===== src/rtl/core/sri_pkg.sv =====
// Shared widths, stage payload types and the span check for the segment/rectangle test.
`default_nettype none
package sri_pkg;

  localparam int COORD_BITS = 20;
  localparam int SIZE_BITS  = COORD_BITS - 2;
  localparam int DIFF_BITS  = COORD_BITS + 2;
  localparam int PROD_BITS  = 2 * DIFF_BITS;
  localparam int WIDE_BITS  = PROD_BITS + 1;
  localparam int SIDES      = 4;

  typedef struct packed {
    logic signed [COORD_BITS-1:0] seg_ax;
    logic signed [COORD_BITS-1:0] seg_ay;
    logic signed [COORD_BITS-1:0] seg_bx;
    logic signed [COORD_BITS-1:0] seg_by;
    logic signed [COORD_BITS-1:0] rect_left;
    logic signed [COORD_BITS-1:0] rect_top;
    logic        [SIZE_BITS-1:0]  rect_width;
    logic        [SIZE_BITS-1:0]  rect_height;
  } query_t;

  typedef struct packed {
    logic signed [DIFF_BITS-1:0] ex;
    logic signed [DIFF_BITS-1:0] ey;
    logic        [DIFF_BITS-1:0] ex_abs;
    logic        [DIFF_BITS-1:0] ey_abs;
    logic signed [DIFF_BITS-1:0] ox_l;
    logic signed [DIFF_BITS-1:0] ox_r;
    logic signed [DIFF_BITS-1:0] oy_t;
    logic signed [DIFF_BITS-1:0] oy_b;
    logic        [SIZE_BITS-1:0] w;
    logic        [SIZE_BITS-1:0] h;
  } diff_t;

  typedef struct packed {
    logic signed [PROD_BITS-1:0] p_ex_oyt;
    logic signed [PROD_BITS-1:0] p_ex_oyb;
    logic signed [PROD_BITS-1:0] p_ey_oxl;
    logic signed [PROD_BITS-1:0] p_ey_oxr;
    logic        [PROD_BITS-1:0] bnd_h;
    logic        [PROD_BITS-1:0] bnd_w;
    logic                        ex_neg;
    logic                        ey_neg;
    logic        [SIDES-1:0]     side_a;
  } prod_t;

  typedef struct packed {
    logic signed [PROD_BITS-1:0] n_lt;
    logic signed [PROD_BITS-1:0] n_r;
    logic signed [PROD_BITS-1:0] n_b;
    logic        [PROD_BITS-1:0] bnd_h;
    logic        [PROD_BITS-1:0] bnd_w;
    logic                        ex_neg;
    logic                        ey_neg;
    logic        [SIDES-1:0]     side_a;
  } numer_t;

  typedef struct packed {
    logic             hit;
    logic [SIDES-1:0] side_mask;
  } result_t;

  // True when 0 <= v <= bound, or when -bound <= v <= 0 if flip is set.
  function automatic logic in_span(input logic signed [PROD_BITS-1:0] v,
                                   input logic flip,
                                   input logic [PROD_BITS-1:0] bound);
    logic signed [WIDE_BITS-1:0] vw;
    logic signed [WIDE_BITS-1:0] bw;
    logic signed [WIDE_BITS-1:0] sum;
    vw  = WIDE_BITS'(v);
    bw  = signed'({1'b0, bound});
    sum = vw + bw;
    if (flip) begin
      return (vw <= 0) && (sum >= 0);
    end
    return (vw >= 0) && (vw <= bw);
  endfunction

endpackage
`default_nettype wire


===== src/rtl/core/sri_prep.sv =====
// First stage: edge vectors, endpoint offsets and magnitudes.
`default_nettype none
module sri_prep (
  input  wire logic            clk,
  input  wire logic            rst,
  input  wire logic            in_valid,
  output logic                 in_ready,
  input  wire sri_pkg::query_t in_data,
  output logic                 out_valid,
  input  wire logic            out_ready,
  output sri_pkg::diff_t       out_data
);

  logic signed [sri_pkg::DIFF_BITS-1:0] ax, ay, bx, by, left, top, right, bottom;
  sri_pkg::diff_t d_next;

  assign ax     = sri_pkg::DIFF_BITS'(in_data.seg_ax);
  assign ay     = sri_pkg::DIFF_BITS'(in_data.seg_ay);
  assign bx     = sri_pkg::DIFF_BITS'(in_data.seg_bx);
  assign by     = sri_pkg::DIFF_BITS'(in_data.seg_by);
  assign left   = sri_pkg::DIFF_BITS'(in_data.rect_left);
  assign top    = sri_pkg::DIFF_BITS'(in_data.rect_top);
  assign right  = left + signed'(sri_pkg::DIFF_BITS'(in_data.rect_width));
  assign bottom = top + signed'(sri_pkg::DIFF_BITS'(in_data.rect_height));

  always_comb begin
    d_next.ex     = bx - ax;
    d_next.ey     = by - ay;
    d_next.ex_abs = d_next.ex[sri_pkg::DIFF_BITS-1] ? unsigned'(-d_next.ex)
                                                   : unsigned'(d_next.ex);
    d_next.ey_abs = d_next.ey[sri_pkg::DIFF_BITS-1] ? unsigned'(-d_next.ey)
                                                   : unsigned'(d_next.ey);
    d_next.ox_l   = ax - left;
    d_next.ox_r   = ax - right;
    d_next.oy_t   = ay - top;
    d_next.oy_b   = ay - bottom;
    d_next.w      = in_data.rect_width;
    d_next.h      = in_data.rect_height;
  end

  assign in_ready = !out_valid || out_ready;

  always_ff @(posedge clk) begin
    if (rst) begin
      out_valid <= 1'b0;
    end else if (in_ready) begin
      out_valid <= in_valid;
    end
  end

  always_ff @(posedge clk) begin
    if (in_valid && in_ready) begin
      out_data <= d_next;
    end
  end

endmodule
`default_nettype wire


===== config.mk =====
export PLATFORM = sky130hd
export DESIGN_NAME = sri_prep
export DESIGN_NICKNAME = d
export VERILOG_FILES = /design/src/rtl/core/sri_pkg.sv /design/src/rtl/core/sri_prep.sv
export SDC_FILE = /design/constraint.sdc
export NUM_CORES = 1
export LEC_CHECK = 0
export BUFFER_PORTS_ARGS = -buffer_cell sky130_fd_sc_hd__buf_2
export CORE_UTILIZATION = 49
export DETAILED_ROUTE_END_ITERATION = 10
export PLACE_DENSITY = 0.75
export SYNTH_ARGS = -nofsm -noshare
export SYNTH_HDL_FRONTEND = slang
export SYNTH_SLANG_ARGS = --single-unit

===== constraint.sdc =====
create_clock -name clk -period 6 [get_ports clk]
set_input_delay 0.6 -clock clk [delete_from_list [all_inputs] [get_ports clk]]
set_output_delay 0.6 -clock clk [all_outputs]
set_load 0.01 [all_outputs]

; ---- Word-level counts from Yosys, hierarchy flattened
; Cells that the tools add are included.
[op_classes]
addsub = 10
n_mux = 2
n_reduce_logical = 3
[op_table]
columns = operator, n
row1 = $sub A20 B20 Y21, 4
row2 = $neg A21 Y22, 2
row3 = $sub A20 B21 Y22, 2
row4 = $add A20 B19 Y21, 2
row5 = $mux W21, 2
row6 = $logic_and A1 B1 Y1, 1
row7 = $logic_not A1 Y1, 1
row8 = $logic_or A1 B1 Y1, 1
[word_totals]
ff_bits = 211
out_inout_bits = 214
wordCells = 28

; ---- Longest topological paths before layout
[depth]
depth_word = 3
ltp_mapped = 14
ltp_nobuf = 13

; ---- Least setup slack after synthesis
; Ideal clock, no wire load.
[synth_timing]
path_type = input -> register
from = input out_ready
to = register out_data[0] (netlist name) (enable)
setup_time_ns = 0.593
t_arrival_ns = 5.514
setup_slack_ns = -0.107
path_stages = 2
cell_sequence = nand2b_1 and2_1
[synth_between]
elab_chain_len = 2
[synth_rtl]
columns = element, line
row1 = start: declaration, sri_prep.sv:10  ; input wire logic out_ready,
row2 = $logic_or A1 B1 Y1, sri_prep.sv:41  ; assign in_ready = !out_valid || out_ready;
row3 = $logic_and A1 B1 Y1, sri_prep.sv:52  ; if (in_valid && in_ready) begin
row4 = end signal: assignment, sri_prep.sv:53  ; out_data <= d_next;
row5 = end: declaration, sri_prep.sv:11  ; output sri_pkg::diff_t out_data
; No other way between the ends.
; A chain may end at the register's enable or synchronous reset.

==> impl_results.md <==
- Status: finished, final reports clean
- GP Congestion: 0.8791
- Clock Latency Late Sink: roughly 0.53 ns
- Min cycle time layout: between 3 and 4 ns
- YS warnings: 0
- FMAX: 276.9 MHz
- Int Power: 3.619 mW
- Syn_area_per_cell: 10.63 um2
- RSZ-0062 raised after global routing: false
- Hold endpoint: out_valid$_SDFFE_PP0N_
- Pin count of the biggest net entering global routing: between 100 and 150
- P_sw: between 1.5 and 2 mW
- Skew final: 0.01489 ns
- Final nets: 2071
- Cts repair resizes: 0
- Worst reg2reg endpoint: out_data[138]$_DFFE_PP_
- FF-to-FF path depth: 3
- DRT iter0 DRCs: around 630
- Hold-critical path depth: 2
- Hold Crit Class: input port to flop
- Worst-margin pin slew: 0.9596 ns
- Final core utilization: 60.97%
- Clock tree buffer depth: 3
- Max-slew violation count: 0
- Clock Power Share: 30.7%
- Global-route wire length before repair: 57.18 mm
- Root Driver: clkbuf_16
- Initial antenna violation count: 6
- DP Area: 16720 um2
- # rows: just over 60
- Routed len/inst: 17.25 um
- CP max FO: 4
- Synth unique cells: 92
- Slew margin rel.: around a third
- Placed cells: 2098
- Switching portion of total power: 31.25%
- Core area: 28860 um2
- Commonest non-fill, non-tap cell in the layout: buf_2
- Buffers inserted by post-CTS timing repair: 0
- Sum Neg Setup Slack: 0 ns
- Post-DRT Antenna Nets: 0
- CP required: 6.25 ns
- Reg power frac: 37.4%
- Post-route cell area: between 15000 and 20000 um2
- Worst r2r src: out_valid$_SDFFE_PP0N_
- Final Hold Viols: 0
- Number of global-route vias before repair: 11.48k
- Global route overflow: 0
- I/O pin total: 374
- Buffers on Ports: 373
- Hpwl dp: 29.11 mm
- Min-delay src: rst
- Total track usage: around a quarter
- Vias post-DR: 11.60k
- Endpoints failing setup: 0
- Period utilisation layout: 60.20%
- #FFs+latches synth: 207
- Ranking of synthesized cells by area: edfxtp_1, ha_1, fa_1
- Critical Path Source Type: input port
- Most common flop cell mapped by yosys: edfxtp_1
- Die ar.: 30170 um2
- Place WS: 1.890 ns
- Clock buffer count from CTS: 25
- EDFF count, synth: 206
- Die Y: 173.7 um
- Gate power share: between 30% and 40%
- Initial Util: 50.06%
- PD cells: 299.2 nW/um2
- Area growth from synthesis to final layout: 21.80%
- Drt pass-1 iters: 6
- Post-synth top area share: a little over two fifths
- Final wirelength: 37.03 mm
- Mapped Cells: ~1.4k
- Most frequent cells in the layout: buf_2, edfxtp_1, inv_1, ha_1
- Clock sink total: 207
- Max Cap Violations: 0
- Asr flop ratio synth: 0%
- Area of the multi-input gates: 7422 um2
- Crit path kind: input port to flop
- DR DRC count: 0
- Hold Slack: around 0.23 ns
- Die width: about 170 um
- Clock transition at path regs: approximately 0.060 ns
- Setup WS post-layout: 2.388 ns
- Reg2reg setup slack: 4.13 ns
- Layout cells sized above 1: 25.60%
- P_leak: 8.044 nW
- # fillers: roughly 2.5k
- CTS tree: built
- Htree depth: 1
- Area leader, netlist: edfxtp_1
- Hold buffers post-CTS: 0
- Final Power: 5.264 mW
- Synthesized area: 14450 um2
- Setup crit end kind: flop
- Arrival @ worst endpoint: 3.86 ns
- Reg area: 6206 um2
- Post-synthesis sequential area ratio: 42.96%
- Worst vdd ir: 0.0002208 V
- Finished Layout Cells: 2146
- Via density: 5.404
[metal layers]
metal	routed length (um)	up-vias	track usage, %
li1	-	5653	-
met1	14750	5399	27.84
met2	18680	473	44.86
met3	2640	67	4.474
met4	912	6	6.396
met5	38	-	0
[critical path: stages]
cell,delay [ns]
buf_2,0.10
inv_1,0.10
fa_1,0.43
ha_1,0.36
nor2b_1,0.15
o21ai_0,0.20
a21boi_0,0.16
o21ai_0,0.22
a21boi_0,0.20
o21ai_0,0.42
nand3_1,0.26
a2111oi_0,0.54
nor3_1,0.13
[sequential cells by signal, summed over array words and instances (netlist names)]
register   count
out_valid      1
out_data     206
[worst max-delay path by stage]
| stage | cells after the start | from | slack (ns) | endpoint |
|---|---|---|---|---|
| 2_1_floorplan | 2 | out_ready | 2.22 | out_data[0]$_DFFE_PP_ |
| 3_3_place_gp | 13 | in_data[58] | 1.97 | out_data[96]$_DFFE_PP_ |
| 3_5_place_dp | 13 | in_data[58] | 1.89 | out_data[96]$_DFFE_PP_ |
| 4_1_cts | 13 | in_data[58] | 2.43 | out_data[100]$_DFFE_PP_ |
| 5_1_grt | 13 | in_data[58] | 2.23 | out_data[100]$_DFFE_PP_ |
| 6_report | 13 | in_data[58] | 2.39 | out_data[100]$_DFFE_PP_ |
[logic make-up after synthesis]
kind of cell               after synthesis  share of synthesized area (%)
DFF                                    207                          42.96
adders and majority gates              170                          16.80
and+or+nand+nor                        310                          10.78
muxes                                    4                         0.3031
xor gates and xnor gates               117                          7.197
buffers and inverters                  209                          5.708
AOI/OAI and AO/OA                      341                          16.22
other                                    1                        0.02596
[synthesized netlist by cell type (10+ instances only)]
cell,number
nand2_1,69
nand3_1,24
and3_1,11
inv_1,185
nor3_1,29
nor2b_1,19
o21ai_0,71
o31ai_1,12
a21oi_1,74
nor2_1,89
a211oi_1,14
xnor2_1,89
a31oi_1,13
clkbuf_1,11
xor2_1,26
a21o_1,37
o21a_1,23
edfxtp_1,206
nand2b_1,10
ha_1,130
fa_1,40
[power groups by stage]
stage,Clock (mW),Sequential (mW),Combinational [mW]
after floorplan,0,2.11,1.02
after global placement,0,2.00,1.62
after detailed placement,0,2.00,1.66
after CTS,1.66,1.97,1.68
after global routing,1.70,1.99,1.84
final,1.62,1.97,1.68
[final cells by class]
class                   instances  share of cell area [%]
well taps                     384                   2.731
diodes                          4                 0.05689
clock buffers                  29                   3.641
clock inverters                15                   1.294
multi-input cells             944                   42.18
flip-flops and latches        207                   35.27
repair buffers                376                   10.81
inverters                     187                   4.018
Power figures use the tool's default switching activity.
