$ cat src/rtl/core/sri_pkg.sv
// Shared widths, stage payload types and the span check for the segment/rectangle test.
`default_nettype none
package sri_pkg;

  localparam int COORD_BITS = 20;
  localparam int SIZE_BITS  = COORD_BITS - 2;
  localparam int DIFF_BITS  = COORD_BITS + 2;
  localparam int PROD_BITS  = 2 * DIFF_BITS;
  localparam int WIDE_BITS  = PROD_BITS + 1;
  localparam int SIDES      = 4;

  typedef struct packed {
    logic signed [COORD_BITS-1:0] seg_ax;
    logic signed [COORD_BITS-1:0] seg_ay;
    logic signed [COORD_BITS-1:0] seg_bx;
    logic signed [COORD_BITS-1:0] seg_by;
    logic signed [COORD_BITS-1:0] rect_left;
    logic signed [COORD_BITS-1:0] rect_top;
    logic        [SIZE_BITS-1:0]  rect_width;
    logic        [SIZE_BITS-1:0]  rect_height;
  } query_t;

  typedef struct packed {
    logic signed [DIFF_BITS-1:0] ex;
    logic signed [DIFF_BITS-1:0] ey;
    logic        [DIFF_BITS-1:0] ex_abs;
    logic        [DIFF_BITS-1:0] ey_abs;
    logic signed [DIFF_BITS-1:0] ox_l;
    logic signed [DIFF_BITS-1:0] ox_r;
    logic signed [DIFF_BITS-1:0] oy_t;
    logic signed [DIFF_BITS-1:0] oy_b;
    logic        [SIZE_BITS-1:0] w;
    logic        [SIZE_BITS-1:0] h;
  } diff_t;

  typedef struct packed {
    logic signed [PROD_BITS-1:0] p_ex_oyt;
    logic signed [PROD_BITS-1:0] p_ex_oyb;
    logic signed [PROD_BITS-1:0] p_ey_oxl;
    logic signed [PROD_BITS-1:0] p_ey_oxr;
    logic        [PROD_BITS-1:0] bnd_h;
    logic        [PROD_BITS-1:0] bnd_w;
    logic                        ex_neg;
    logic                        ey_neg;
    logic        [SIDES-1:0]     side_a;
  } prod_t;

  typedef struct packed {
    logic signed [PROD_BITS-1:0] n_lt;
    logic signed [PROD_BITS-1:0] n_r;
    logic signed [PROD_BITS-1:0] n_b;
    logic        [PROD_BITS-1:0] bnd_h;
    logic        [PROD_BITS-1:0] bnd_w;
    logic                        ex_neg;
    logic                        ey_neg;
    logic        [SIDES-1:0]     side_a;
  } numer_t;

  typedef struct packed {
    logic             hit;
    logic [SIDES-1:0] side_mask;
  } result_t;

  // True when 0 <= v <= bound, or when -bound <= v <= 0 if flip is set.
  function automatic logic in_span(input logic signed [PROD_BITS-1:0] v,
                                   input logic flip,
                                   input logic [PROD_BITS-1:0] bound);
    logic signed [WIDE_BITS-1:0] vw;
    logic signed [WIDE_BITS-1:0] bw;
    logic signed [WIDE_BITS-1:0] sum;
    vw  = WIDE_BITS'(v);
    bw  = signed'({1'b0, bound});
    sum = vw + bw;
    if (flip) begin
      return (vw <= 0) && (sum >= 0);
    end
    return (vw >= 0) && (vw <= bw);
  endfunction

endpackage
`default_nettype wire

$ cat src/rtl/core/sri_decide.sv
// Third and fourth stages: second-parameter numerators and the final side mask.
`default_nettype none
module sri_decide (
  input  wire logic           clk,
  input  wire logic           rst,
  input  wire logic           in_valid,
  output logic                in_ready,
  input  wire sri_pkg::prod_t in_data,
  output logic                out_valid,
  input  wire logic           out_ready,
  output sri_pkg::result_t    out_data
);

  sri_pkg::numer_t  numer;
  sri_pkg::numer_t  numer_next;
  sri_pkg::result_t res_next;
  logic             numer_valid;
  logic             numer_ready;

  always_comb begin
    numer_next.n_lt   = in_data.p_ex_oyt - in_data.p_ey_oxl;
    numer_next.n_r    = in_data.p_ex_oyt - in_data.p_ey_oxr;
    numer_next.n_b    = in_data.p_ex_oyb - in_data.p_ey_oxl;
    numer_next.bnd_h  = in_data.bnd_h;
    numer_next.bnd_w  = in_data.bnd_w;
    numer_next.ex_neg = in_data.ex_neg;
    numer_next.ey_neg = in_data.ey_neg;
    numer_next.side_a = in_data.side_a;
  end

  always_comb begin
    res_next.side_mask[0] = numer.side_a[0] &&
                            sri_pkg::in_span(numer.n_lt, numer.ex_neg, numer.bnd_h);
    res_next.side_mask[1] = numer.side_a[1] &&
                            sri_pkg::in_span(numer.n_r, numer.ex_neg, numer.bnd_h);
    res_next.side_mask[2] = numer.side_a[2] &&
                            sri_pkg::in_span(numer.n_lt, !numer.ey_neg, numer.bnd_w);
    res_next.side_mask[3] = numer.side_a[3] &&
                            sri_pkg::in_span(numer.n_b, !numer.ey_neg, numer.bnd_w);
    res_next.hit          = |res_next.side_mask;
  end

  assign in_ready    = !numer_valid || numer_ready;
  assign numer_ready = !out_valid || out_ready;

  always_ff @(posedge clk) begin
    if (rst) begin
      numer_valid <= 1'b0;
      out_valid   <= 1'b0;
    end else begin
      if (in_ready) begin
        numer_valid <= in_valid;
      end
      if (numer_ready) begin
        out_valid <= numer_valid;
      end
    end
  end

  always_ff @(posedge clk) begin
    if (in_valid && in_ready) begin
      numer <= numer_next;
    end
    if (numer_valid && numer_ready) begin
      out_data <= res_next;
    end
  end

endmodule
`default_nettype wire

$ cat config.mk
export PLATFORM = sky130hd
export DESIGN_NAME = sri_decide
export DESIGN_NICKNAME = d
export VERILOG_FILES = /design/src/rtl/core/sri_pkg.sv /design/src/rtl/core/sri_decide.sv
export SDC_FILE = /design/constraint.sdc
export NUM_CORES = 1
export LEC_CHECK = 0
export BUFFER_PORTS_ARGS = -buffer_cell sky130_fd_sc_hd__clkbuf_2
export CAP_MARGIN = 20
export CELL_PAD_IN_SITES_DETAIL_PLACEMENT = 1
export CELL_PAD_IN_SITES_GLOBAL_PLACEMENT = 2
export CORE_UTILIZATION = 38
export DETAILED_ROUTE_END_ITERATION = 10
export PLACE_DENSITY_LB_ADDON = 0.08
export RECOVER_POWER = 25
export SLEW_MARGIN = 25
export SYNTH_ARGS = -nofsm -noshare
export SYNTH_HDL_FRONTEND = slang
export SYNTH_SLANG_ARGS = --single-unit
$ cat constraint.sdc
create_clock -name clk -period 6.81 [get_ports clk]
set_input_delay 0 -clock clk [delete_from_list [all_inputs] [get_ports clk]]
set_output_delay 0 -clock clk [all_outputs]
set_load 0.02 [all_outputs]
**Yosys cells after proc, flatten, opt, wreduce, memory -nomap -nowiden**

Cells that the tools add are included.

- Add/sub/neg operators: 7
- Magnitude comparators: 14
- Mux-type cells: 7
- Reductions and logical operators: 19

Operator list:

| kind | count |
|---|---|
| 44-bit by 45-bit adder with 45-bit output | 4 |
| 45-bit by 1-bit >= comparator with 1-bit output, second input constant | 4 |
| 44-bit by 45-bit <= comparator with 1-bit output | 4 |
| 44-bit by 1-bit >= comparator with 1-bit output, second input constant | 3 |
| 44-bit by 1-bit <= comparator with 1-bit output, second input constant | 3 |
| 44-bit subtractor | 3 |
| 1-bit logical AND | 14 |
| 1-bit two-way mux | 7 |
| 4-bit OR reduction | 1 |
| 1-bit zero test | 2 |
| 1-bit logical OR | 2 |

- Register bits: 233
- Bits of input ports: 274
- Word-level logic and storage cells: 59

**Depth between registers and ports, before layout**

Gate-level depths: netlist of the first run.

- Depth in word-level cells: 7
- Gate-level depth with buffers: 13
- Mapped depth without buffers: 13

**Worst setup path after synthesis of the first run**

OpenSTA, ideal clock, no wires.

- Kind: register -> register
- Start: reg out_valid
- End: reg numer[0] in the netlist's numbering (enable)
- Data arrival time: 5917 ps
- Data required time: 6195 ps
- Slack: 278 ps
- Cell stages (with the launch flop): 4
- Path buffers: 0
- Period minus slack after synthesis: 6532 ps
- Path through: dfxtp_1 > nor2b_1 > nand2_1 > and2_1

- Cells in the longest elaborated chain, start to end: 4

RTL lines:

| item | RTL line | source |
|---|---|---|
| start: declaration | sri_decide.sv:9 | `output logic out_valid,` |
| start signal: assignment | sri_decide.sv:55 | `out_valid <= numer_valid;` |
| 1-bit zero test | sri_decide.sv:44 | `assign numer_ready = !out_valid \|\| out_ready;` |
| 1-bit logical OR | sri_decide.sv:44 |  |
| 1-bit logical OR | sri_decide.sv:43 | `assign in_ready = !numer_valid \|\| numer_ready;` |
| net in_ready | sri_decide.sv:7 | `output logic in_ready,` |
| 1-bit logical AND | sri_decide.sv:61 | `if (in_valid && in_ready) begin` |
| end signal: assignment | sri_decide.sv:62 | `numer <= numer_next;` |
| end: declaration | sri_decide.sv:14 | `sri_pkg::numer_t numer;` |

The timed path passes the listed nets, and every way through them passes these cells.
A chain may end at the register's enable or synchronous reset.

==> results.yml, run 1 <==
pwr:
  p_leak_nw: 13.0
  pwr_density_cell_mw_per_mm2: 205
  total_power_mw: 5.65
  ir_drop_mv: 0.196
logic_synthesis:
  synth-seq-cells: 233
  synth_area_sq_mm: 0.0225
  synth_fp_nets: 3112
  yosys.area.top_type_share: 0.308
  avgSynthCellArea_sq_um: 9.57
  yosysMostFrequentCell: "ha_1"
  ys_types: 83
  yosysTopAreaCell: "edfxtp_1"
  synth_top_flop_cell: "edfxtp_1"
  synth.yosys.warnings: 0
  syn_inst: 2350
  yosys-top-cells-area: "edfxtp_1, ha_1, a21oi_1, inv_1, a21o_1"
  async_reset_ff_frac: 0
  synth_common_cells: "ha_1, inv_1, edfxtp_1"
  ys_seq_area_frac: 0.310
  synth_edf_count: 231
finish:
  fillers: 6715
  register_area_sq_mm: 0.00698
  multiInputGateArea_sq_mm: 0.0144
  final_nets: 3587
  n_antenna_cell: 0
  area_growth_pct: 22.7
  drive_above_1_share: 0.115
hold_path:
  hold_path_class: "in2reg"
sta:
  rsz0062_at_grt: "no"
  setup_viol: 0
  final.min_clock_period_ps: 4290
  finalMaxSlewViolations: 0
  period_share: 0.630
  max_freq_mhz: 233
  slew_headroom: 0.220
  fin_skew_ps: 12.7
  worst_pin_slew_ps: 1170
  fin_tns_setup_ps: 0
  finalHoldViolCount: 0
clocking:
  cts_buffers: 31
  clockBufferDepth: 3
  htreeDepth: 1
  cts_resized: 0
  clock_latency_ps: 600
  cts_tree: "done"
  clkTransAtPathRegs_ps: 70
  numClockSinks: 233
  cts_root_buffer: "clkbuf_16"
detailed_routing:
  drt-pass1-iter-count: 5
  drt_iter0_drc: 963
  routed_wl_mm: 84.6
  avgRoutedWirePerCell_um: 23.4
  via_per_inst: 5.51
  ant_nets: 0
  route.detailed.drc: 0
  vias: 19900
global_route:
  use_met2: 0.459
  grt_pass1_wl_mm: 126
  grt_max_degree: 164
  grt_pass1_vias: 21300
  grtUsageTotal: 0.277
  busiest_layer: "met2"
  antenna_found_initial: 0
  grt_overflow_total: 0
  met3_usage: 0.0282
  grt_use_met1: 0.383
setup_path:
  required_ps: 7160
  crit_fanout: 4
  cpPeakStageDelay_ps: 590
  worstPathArrival_ps: 4630
  worstSetupStartpointType: "input pin"
  cpMaxStageDelayCell: "a21oi_1"
  cpMostUsedCell: "dlygate4sd3_1"
  end_kind: "register"
  path_class: "in2reg"
  path_cells: "dlygate4sd3_1, clkbuf_1, ha_1, fa_1, nor2b_1, o31a_1, o21a_1, o211ai_1, a311oi_1, o21ai_1, a21oi_1, a221o_1, o311ai_1, dlygate4sd3_1"
die:
  initial_core_util: 0.387
  ios: 281
  die-area_sq_mm: 0.0602
  coreArea_sq_mm: 0.0581
  chipHeight_um: 245
  die_w_um: 245
  row_count: 88
placement:
  hpwl_mm: 68.8
  port_buffers: 280
  gp_congestion: 0.872
run_status:
  status: "finished, final reports clean"
job:
  max_cap_violations: 0
[cell usage in the layout (no fill, tap or decap), types with 37 or more instances in the layout]
master	instances
a21oi_1	210
nor2_1	153
nand2_1	84
inv_1	278
edfxtp_1	231
nand3_1	37
clkbuf_2	238
o21bai_1	49
nor4_1	61
clkbuf_1	44
nand4_1	69
xnor2_1	69
a21o_1	132
ha_1	481
o21ai_0	89
dlygate4sd3_1	173
xor2_1	38
[path summary, 6_finish.rpt]
path         cells after the start     endpoint    startpoint  slack, ps
min                              4   numer[174]  in_data[130]         20
max                             14   numer[136]  in_data[138]       2520
min reg2reg                      1  out_data[3]   numer_valid        730
max reg2reg                     11  out_data[4]     numer[50]       2770
[worst max-delay path: cells and delay by family]
kind / cells / cell delay [ps]
adder cells (fa/ha/maj): 2 / 720
AND/OR/NAND/NOR: 1 / 170
buffers and inverters: 3 / 1250
AO/OA/AOI/OAI: 8 / 2490
[metrics by stage]
stage                     utilization  cells  cell area (sq um)  hold WS (ps)  worst slack (ps)
after floorplan                     -   2350              22500          72.4               278
after global placement          0.427   3384              24800           177              2780
after detailed placement        0.427   3384              24800           179              2800
after CTS                       0.476   3615              27700         0.788              2510
after global routing            0.475   3615              27600          15.6              2260
final                           0.475   3615              27600          17.5              2520
[power breakdown]
part | internal [mW] | switching (mW) | leakage (nW)
Combinational | 0.786 | 1.07 | 10.2
Clock | 1.04 | 0.719 | 0.521
Sequential | 1.79 | 0.248 | 2.27
[kinds of logic (layout without fill, tap and decap cells)]
kind of cell | count (synthesis) | in the layout | share of synthesized area
flops | 233 | 233 | 0.310
compound gates | 654 | 654 | 0.191
mux | 3 | 3 | 0.00133
buf+inv | 293 | 793 | 0.0491
fa+ha+maj | 488 | 488 | 0.274
xor+xnor | 107 | 107 | 0.0417
simple gates | 572 | 572 | 0.133
[cell type report]
type                    count  share of cell area
multi-input cells        1824               0.522
flip-flops and latches    233               0.253
inverters                 278              0.0378
well taps                 765              0.0347
clock inverters            19             0.00807
clock buffers              39              0.0310
repair buffers            457               0.113
[layer usage]
| layer | vias up | part of all wire |
|---|---|---|
| met2 | 446 | 0.46 |
| met1 | 9780 | 0.47 |
| met4 | 0 | 0.024 |
| li1 | 9603 | - |
| met5 | - | 0 |
| met3 | 101 | 0.041 |
[flip-flops by register name, summed over array words and instances (netlist names)]
signal       count
out_valid        1
out_data         5
numer          226
numer_valid      1
[timing repair]
action	4_1_cts	5_1_grt
hold buffers	173	0
endpoints found under the hold margin	160	0
setup buffers	0	0
Note: power is estimated with default switching activity, not from simulation.
==> run 2: changes to the inputs <==
--- a/config.mk
+++ b/config.mk
@@ -5,11 +5,12 @@
 export SDC_FILE = /design/constraint.sdc
 export NUM_CORES = 1
 export LEC_CHECK = 0
+export ABC_AREA = 1
 export BUFFER_PORTS_ARGS = -buffer_cell sky130_fd_sc_hd__clkbuf_2
 export CAP_MARGIN = 20
 export CELL_PAD_IN_SITES_DETAIL_PLACEMENT = 1
 export CELL_PAD_IN_SITES_GLOBAL_PLACEMENT = 2
-export CORE_UTILIZATION = 38
+export CORE_UTILIZATION = 36
 export DETAILED_ROUTE_END_ITERATION = 10
 export PLACE_DENSITY_LB_ADDON = 0.08
 export RECOVER_POWER = 25
==> constraint.sdc (replaced) <==
create_clock -name clk -period 4.46 [get_ports clk]
set_input_delay 0 -clock clk [delete_from_list [all_inputs] [get_ports clk]]
set_output_delay 0 -clock clk [all_outputs]
set_load 0.02 [all_outputs]
==> run 2 against run 1 <==
  * Routed wire length up 35%
  * Worst hold slack improved by 2.1 ps
  * Via count up 25%
  * Clock skew rose by 7.0 ps
  * Sequential power rose by 58%
  * Total power rose by 61%
  * Non-clock buffer count is 49 lower
  * Combinational power increased by 88%
  * Clock-buffer cell count down 6
  * Critical path depth did not move
  * Largest cell class unchanged
  * Largest power group is now combinational logic
==> results.yml, run 2 <==
finish:
  reg_top3: "numer x226, out_data x5"
  final_common_cell: "nand2_1"
  drive_above_1_share: 0.0951
  n_antenna_cell: 0
  mostFrequentLayoutCells: "nand2_1, inv_1, ha_1"
  stdcell_count: 4757
  final_nets: 4557
  largest_register: "numer"
  fin_util: 0.432
  largest_reg_flops: 226
  area_growth_pct: 18.8
die:
  die_w_um: 268
  row_count: 97
  initial_core_util: 0.364
  chipHeight_um: 268
  die-area_sq_mm: 0.0717
  ios: 281
  coreArea_sq_mm: 0.0699
clocking:
  htreeDepth: 1
  cts_tree: "done"
  clkTransAtPathRegs_ps: 60
  numClockSinks: 233
  clock_latency_ps: 600
  clockBufferDepth: 3
  holdBufCountCts: 123
  cts_resized: 0
  cts_root_buffer: "clkbuf_16"
  cts_buffers: 29
  post_cts_buffers: 0
setup_path:
  required_ps: 4820
  cpPeakStageDelay_ps: 650
  end_kind: "register"
  crit_fanout: 9
  worstSetupStartpointType: "register"
  path_cells: "inv_1, ha_1, inv_1, nor2_1, a21boi_0, nand2_1, a21oi_1, nand3_1, nand2_1, nand3_1, nand3_1, nand2_1, inv_1, nand2_1"
  cpMaxStageDelayCell: "edfxtp_1"
  cpMostUsedCell: "nand2_1"
  rrSetupSlack_ps: 1540
  path_class: "reg2reg"
  worstPathArrival_ps: 3290
global_route:
  met3_usage: 0.0234
  grt_use_met1: 0.437
  grt_overflow_total: 0
  grt_max_degree: 91
  grt_pass1_wl_mm: 165
  antenna_found_initial: 8
  use_met2: 0.533
  busiest_layer: "met2"
  grt_pass1_vias: 25800
  grtUsageTotal: 0.315
sta:
  fin_tns_setup_ps: 0
  slew_headroom: 0.459
  finalHoldViolCount: 0
  period_share: 0.655
  final.min_clock_period_ps: 2920
  setup_viol: 0
  worst_pin_slew_ps: 812
  finalMaxSlewViolations: 0
  fin_skew_ps: 19.6
  rsz0062_at_grt: "no"
  max_freq_mhz: 342
logic_synthesis:
  avgSynthCellArea_sq_um: 7.57
  synth.yosys.warnings: 0
  synth_edf_count: 231
  async_reset_ff_frac: 0
  ys_types: 47
  yosys.area.top_type_share: 0.273
  synth_top_flop_cell: "edfxtp_1"
  syn_inst: 3356
  ys_seq_area_frac: 0.274
  synth-seq-cells: 233
  yosys-top-cells-area: "edfxtp_1, ha_1, nand2_1, inv_1, nor2_1"
  synth_fp_nets: 4118
  synth_area_sq_mm: 0.0254
  synth_common_cells: "nand2_1, inv_1, ha_1"
  yosysTopAreaCell: "edfxtp_1"
  yosysMostFrequentCell: "nand2_1"
placement:
  place_inst: 4581
  gp_congestion: 0.964
  port_buffers: 280
  hpwl_mm: 99.1
detailed_routing:
  avgRoutedWirePerCell_um: 24.1
  routed_wl_mm: 115
  route.detailed.drc: 0
  drt-pass1-iter-count: 5
  ant_nets: 0
  drt_iter0_drc: 1611
  vias: 24900
  via_per_inst: 5.23
job:
  max_cap_violations: 0
run_status:
  status: "finished, final reports clean"
pwr:
  pwr_density_cell_mw_per_mm2: 301
  ir_drop_mv: 0.246
  total_power_mw: 9.10
  p_leak_nw: 14.8
hold_path:
  hold_path_class: "in2reg"
run 2: changes by cell type after synthesis, moves of 73 or more:
cell | before | now
a21o_1 | 132 | 33
inv_1 | 278 | 566
nand3_1 | 37 | 110
a21oi_1 | 210 | 285
nor2_1 | 153 | 440
nand2_1 | 84 | 645
run 2: worst paths after layout:
check / startpoint / to / cells past startpoint
hold / removal: in_data[108] / numer[152] / 4
hold reg to reg: numer[0] / out_data[0] / 2
setup / recovery: numer[225] / out_data[4] / 14
setup reg to reg: numer[225] / out_data[4] / 14
run 2: stage by stage:
step                      cell area [sq um]  hold WS (ps)  setup WS [ps]
final                                 30200          19.6           1540
after CTS                             30200        0.0260           1490
after global placement                28100           165           1480
after floorplan                       25400          61.7           47.5
after detailed placement              28100           174           1510
after global routing                  30200          24.2           1280
run 2: area by class of cell:
cell class                 count  area [sq um]
clock buffer                  33           741
clock inverter                20           181
fill                        8853         39700
inverter                     568          2140
multi-input combinational   2555         16300
sequential                   233          6980
tap                          940          1180
timing repair buffer         408          2670
run 2: critical path, delay by kind of cell, from the launching register on:
family                     cells  cell delay [ps]
adders and majority gates      1              370
AOI/OAI and AO/OA              2              480
DFF                            1              650
and+or+nand+nor                8              700
buffers and inverters          3              480
run 2: routing by layer:
layer,routed length [um],up-vias
li1,-,12000
met1,53600,12100
met2,53300,642
met3,5270,101
met4,2390,2
met5,13,-
run 2: cells by family after synthesis:
kind of cell / after synthesis / share of synthesized area
AND/OR/NAND/NOR: 1369 / 0.225
AO/OA/AOI/OAI: 580 / 0.134
buffers and inverters: 568 / 0.0839
adder cells (fa/ha/maj): 488 / 0.242
flip-flops: 233 / 0.274
XOR/XNOR: 118 / 0.0407
run 2: power by group:
part / leakage [nW] / switching (mW) / internal, mW / total (mW)
clock network: 0.442 / 1.08 / 1.32 / 2.39
registers: 2.27 / 0.477 / 2.75 / 3.22
logic: 12.1 / 2.27 / 1.20 / 3.48
total: 14.8 / 3.83 / 5.27 / 9.10
